### src/sv/ppu_pkg.sv
// shared types and codes for the particle pool update block
`default_nettype none
package ppu_pkg;

    localparam logic OP_SPAWN = 1'b0;
    localparam logic OP_TICK  = 1'b1;

    localparam logic [1:0] KIND_SPAWN  = 2'd0;
    localparam logic [1:0] KIND_RECORD = 2'd1;
    localparam logic [1:0] KIND_EMPTY  = 2'd2;

    localparam int QUOT_W = 17;

    typedef struct packed {
        logic [31:0] pos_x;
        logic [31:0] pos_y;
        logic [31:0] pos_z;
        logic [31:0] vel_x;
        logic [31:0] vel_y;
        logic [31:0] vel_z;
        logic [31:0] size;
        logic [30:0] life_left;
        logic [30:0] life_total;
        logic [31:0] grav;
        logic [31:0] start_rgba;
        logic [31:0] end_rgba;
    } entry_t;

    typedef struct packed {
        logic              start;
        logic [30:0]       num;
        logic [30:0]       den;
    } div_req_t;

    typedef struct packed {
        logic              done;
        logic [QUOT_W-1:0] quot;
    } div_rsp_t;

endpackage
`default_nettype wire

### src/sv/ppu_divider.sv
// restoring divider for the life fraction, one quotient bit a cycle
`default_nettype none
module ppu_divider (
    input  wire logic              clk,
    input  wire logic              rst_n,
    input  wire ppu_pkg::div_req_t req,
    output ppu_pkg::div_rsp_t      rsp
);

    logic                        busy_reg;
    logic [4:0]                  cnt_reg;
    logic [31:0]                 rem_reg;
    logic [30:0]                 den_reg;
    logic [ppu_pkg::QUOT_W-1:0]  quot_reg;
    logic                        done_reg;

    logic        bit_q;
    logic [31:0] rem_sub;

    always_comb
    begin
        bit_q   = rem_reg >= {1'b0, den_reg};
        rem_sub = bit_q ? (rem_reg - {1'b0, den_reg}) : rem_reg;
    end

    always_ff @(posedge clk or negedge rst_n)
    begin
        if (!rst_n)
        begin
            busy_reg <= 1'b0;
            done_reg <= 1'b0;
            cnt_reg  <= '0;
        end
        else
        begin
            done_reg <= 1'b0;
            if (busy_reg)
            begin
                cnt_reg <= cnt_reg - 5'd1;
                if (cnt_reg == 5'd1)
                begin
                    busy_reg <= 1'b0;
                    done_reg <= 1'b1;
                end
            end
            else if (req.start)
            begin
                busy_reg <= 1'b1;
                cnt_reg  <= 5'(ppu_pkg::QUOT_W);
            end
        end
    end

    always_ff @(posedge clk)
    begin
        if (busy_reg)
        begin
            quot_reg <= {quot_reg[ppu_pkg::QUOT_W-2:0], bit_q};
            rem_reg  <= {rem_sub[30:0], 1'b0};
        end
        else if (req.start)
        begin
            rem_reg  <= {1'b0, req.num};
            den_reg  <= req.den;
            quot_reg <= '0;
        end
    end

    assign rsp.done = done_reg;
    assign rsp.quot = quot_reg;

endmodule
`default_nettype wire

### config.mk
export PLATFORM = sky130hd
export DESIGN_NAME = ppu_divider
export DESIGN_NICKNAME = d
export VERILOG_FILES = /design/src/sv/ppu_pkg.sv /design/src/sv/ppu_divider.sv
export SDC_FILE = /design/constraint.sdc
export NUM_CORES = 1
export LEC_CHECK = 0
export BUFFER_PORTS_ARGS = -buffer_cell sky130_fd_sc_hd__buf_2
export CORE_AREA = 2 2 101 103
export CTS_CLUSTER_SIZE = 8
export DETAILED_ROUTE_END_ITERATION = 8
export DIE_AREA = 0 0 103 105
export PLACE_DENSITY = 0.76
export SKIP_CTS_REPAIR_TIMING = 1
export SYNTH_ARGS = -nofsm -noshare
export SYNTH_HDL_FRONTEND = slang
export SYNTH_SLANG_ARGS = --single-unit
### constraint.sdc
create_clock -name clk -period 3.55 [get_ports clk]
set_clock_uncertainty 0.1 [all_clocks]
set_input_delay 0.71 -clock clk [delete_from_list [all_inputs] [get_ports clk]]
set_output_delay 0.71 -clock clk [all_outputs]
set_load 0.005 [all_outputs]
==> flow_summary.ini <==
[status]
status = complete, no violations

[finish]
insertedDiodeCount = 0
nets = 675
final_cells = 714
fillers = 820
final_common_cell = buf_2
final_cell_mix = buf_2, edfxtp_1, nand2_1, inv_1, a21oi_1
area_delta_synth_final_pct = 14.0
seq_area_um2 = 2570
multi_input_area_um2 = 2380
drive_above_1_share_pct = 19.8
largest_reg_flops = 32

[sta]
fin_crit_ns = 3.16
grt_setup_unrepaired = false
slew_headroom_pct = 34.2
final.setup.worst_slack_ns = 0.386
slew_violations = 0
worst-slew-pin-transition_ns = 0.988
setup_viol = 0
fin_crit_sh_pct = 89.1
fmax_ghz = 0.316
final_hold_viol_count = 0
tns_ns = 0

[synth]
async_reset_ff_share_pct = 8.05
yosysWarnings = 0
synth-main-ff-cell = edfxtp_1
synth.avg_cell_area_um2 = 10.4
synthCells = 498
yosys-top-cells-area = edfxtp_1, ha_1, a21oi_1
yosysUniqueCellTypes = 62
synth-seq-cells = 87
synth_edf_count = 79
syn_nets = 597
yosys.area.top_type = edfxtp_1
synth.yosys.seq_area_share_pct = 49.4
syn_area_um2 = 5200
yosysTopAreaCellShare_pct = 45.6

[setup_path]
r2r-start = rem_reg[0]$_SDFFE_PP0P_
worstPathRequired_ns = 3.60
critPathCaptureType = register
regToRegSetupSlack_ns = 0.39
crit_arrival_ns = 3.21
startpoint_type = register
path_class = register to register
r2r_end = rem_reg[29]$_DFFE_PP_
reg2reg_depth = 12
cp_max_fo = 5

[die]
dieWidth_um = 103
dieHeight_um = 105
io_pins = 83
die_area_um2 = 10800
core_area_um2 = 9640
initial_core_util_pct = 53.9
rows = 36

[clock_tree]
htreeDepth = 3
tritoncts = built
clock_sinks = 87
clk_latency_ns = 0.39
clk_pin_slew_ns = 0.09
root_buffer = clkbuf_8
cts_buffer_depth = 2
cts_buffers = 9

[power_and_ir_drop]
seq_power_share_pct = 34.0
p_comb_share_pct = 53.9
total_power_mw = 5.63
pwr-share-clk_pct = 12.1
p_sw_mw = 2.34
p_int_mw = 3.29
max-vdd-ir-drop_v = 0.000498
p_leak_nw = 2.64
p_per_area_nw_per_um2 = 950
p_sw_share_pct = 41.5

[placement]
routabilityCongestion = 0.904
dp_hpwl_um = 8150
place_ws_ns = 0.435
io_buffer_count = 82
dpl.cell_count = 698

[drt]
finalWirelength_um = 11500
routed_via_density = 5.66
drc = 0
final_antenna_net_count = 0
vias = 4039
drtIter0Drc = 222
firstDrtPassIters = 5
avgRoutedWirePerCell_um = 16.1

[run]
maxCapViolations = 0

[global_routing]
antenna_found_initial = 0
grt_pass1_vias = 3997
grt.total_usage_pct = 22.4
grt_pass1_wl_um = 18800
grt_max_degree = 59
grt-ovfl-total = 0

[min_path]
hold_class = input pin to asynchronous set/reset pin
[worst max-delay path by stage]
stage | slack, ns | cells after the start | start | end
5_1_grt | 0.16 | 12 | rem_reg[0]$_SDFFE_PP0P_ | rem_reg[23]$_DFFE_PP_
4_1_cts | 0.41 | 12 | rem_reg[0]$_SDFFE_PP0P_ | rem_reg[29]$_DFFE_PP_
6_report | 0.39 | 12 | rem_reg[0]$_SDFFE_PP0P_ | rem_reg[29]$_DFFE_PP_
3_5_place_dp | 0.44 | 12 | rem_reg[0]$_SDFFE_PP0P_ | rem_reg[23]$_DFFE_PP_
3_3_place_gp | 0.50 | 12 | rem_reg[0]$_SDFFE_PP0P_ | rem_reg[29]$_DFFE_PP_
2_1_floorplan | 0.61 | 5 | req[62] | rem_reg[13]$_DFFE_PP_
[power groups by stage]
| stage | Combinational [mW] | Sequential, mW | Clock (mW) |
|---|---|---|---|
| 3_3_place_gp | 2.93 | 1.91 | 0 |
| 4_1_cts | 3.03 | 1.91 | 0.704 |
| 3_5_place_dp | 3.01 | 1.92 | 0 |
| 6_report | 3.03 | 1.91 | 0.684 |
| 5_1_grt | 3.39 | 1.96 | 0.744 |
| 2_1_floorplan | 2.42 | 1.83 | 0 |
[metal layers]
metal / part of all wire, % / track usage, % / routed length (um)
met2: 48 / 34.9 / 5490
met1: 45 / 29.6 / 5240
met5: 0 / 0 / 0
met3: 5.4 / 7.02 / 619
met4: 1.5 / 6.95 / 170
[cell families (layout without fill, tap and decap cells)]
logic type	after synthesis	after routing	synth area share, %
fa+ha+maj	34	34	8.33
xor+xnor	24	24	4.04
simple gates	128	128	12.2
compound gates	159	159	20.4
flops	87	87	49.4
buf+inv	62	145	4.91
mux	4	4	0.770
[through the flow]
stage | utilization (%) | cell area, um^2 | hold WS [ns]
after floorplan | - | 5200 | 0.314
after global placement | 59.5 | 5740 | 0.367
after detailed placement | 59.5 | 5740 | 0.386
after CTS | 61.5 | 5930 | 0.0208
after global routing | 61.5 | 5930 | 0.0218
final | 61.5 | 5930 | 0.0414
[worst max-delay path, stage by stage, from the launching register on]
cell and delay (ns):
dfxtp_1 0.36, inv_1 0.05, ha_1 0.21, fa_1 0.39, nand2b_1 0.17, a21o_1 0.19
a21boi_2 0.25, a311o_1 0.32, a31oi_1 0.21, o21a_1 0.24, o21ai_0 0.21, xnor2_1 0.16
o21ai_1 0.07
[final cells by class]
type	instances	share of cell area (%)
Inverter	42	2.66
Multi-Input combinational cell	349	40.2
Sequential cell	87	43.3
Clock inverter	6	0.866
Clock buffer	10	2.32
Timing Repair Buffer	87	7.77
Tap cell	133	2.81
[cell usage after synthesis, types with 3 or more instances]
cell / instances
mux2i_1: 4
xnor2_1: 16
a22o_1: 19
and2_1: 17
nand2_1: 42
a22oi_1: 3
nor2b_1: 6
a21oi_1: 38
o22ai_1: 3
a21o_1: 17
inv_1: 42
clkbuf_1: 11
edfxtp_1: 79
or3_1: 4
nor3_1: 3
a31oi_1: 9
ha_1: 33
o21ai_1: 8
dfrtp_1: 7
nand4_1: 3
buf_2: 5
nand3_1: 9
xor2_1: 8
and3_1: 3
nor2_1: 26
a211oi_1: 3
nand2b_1: 7
o21ai_0: 32
No activity file was read; power rests on OpenSTA's default activity.
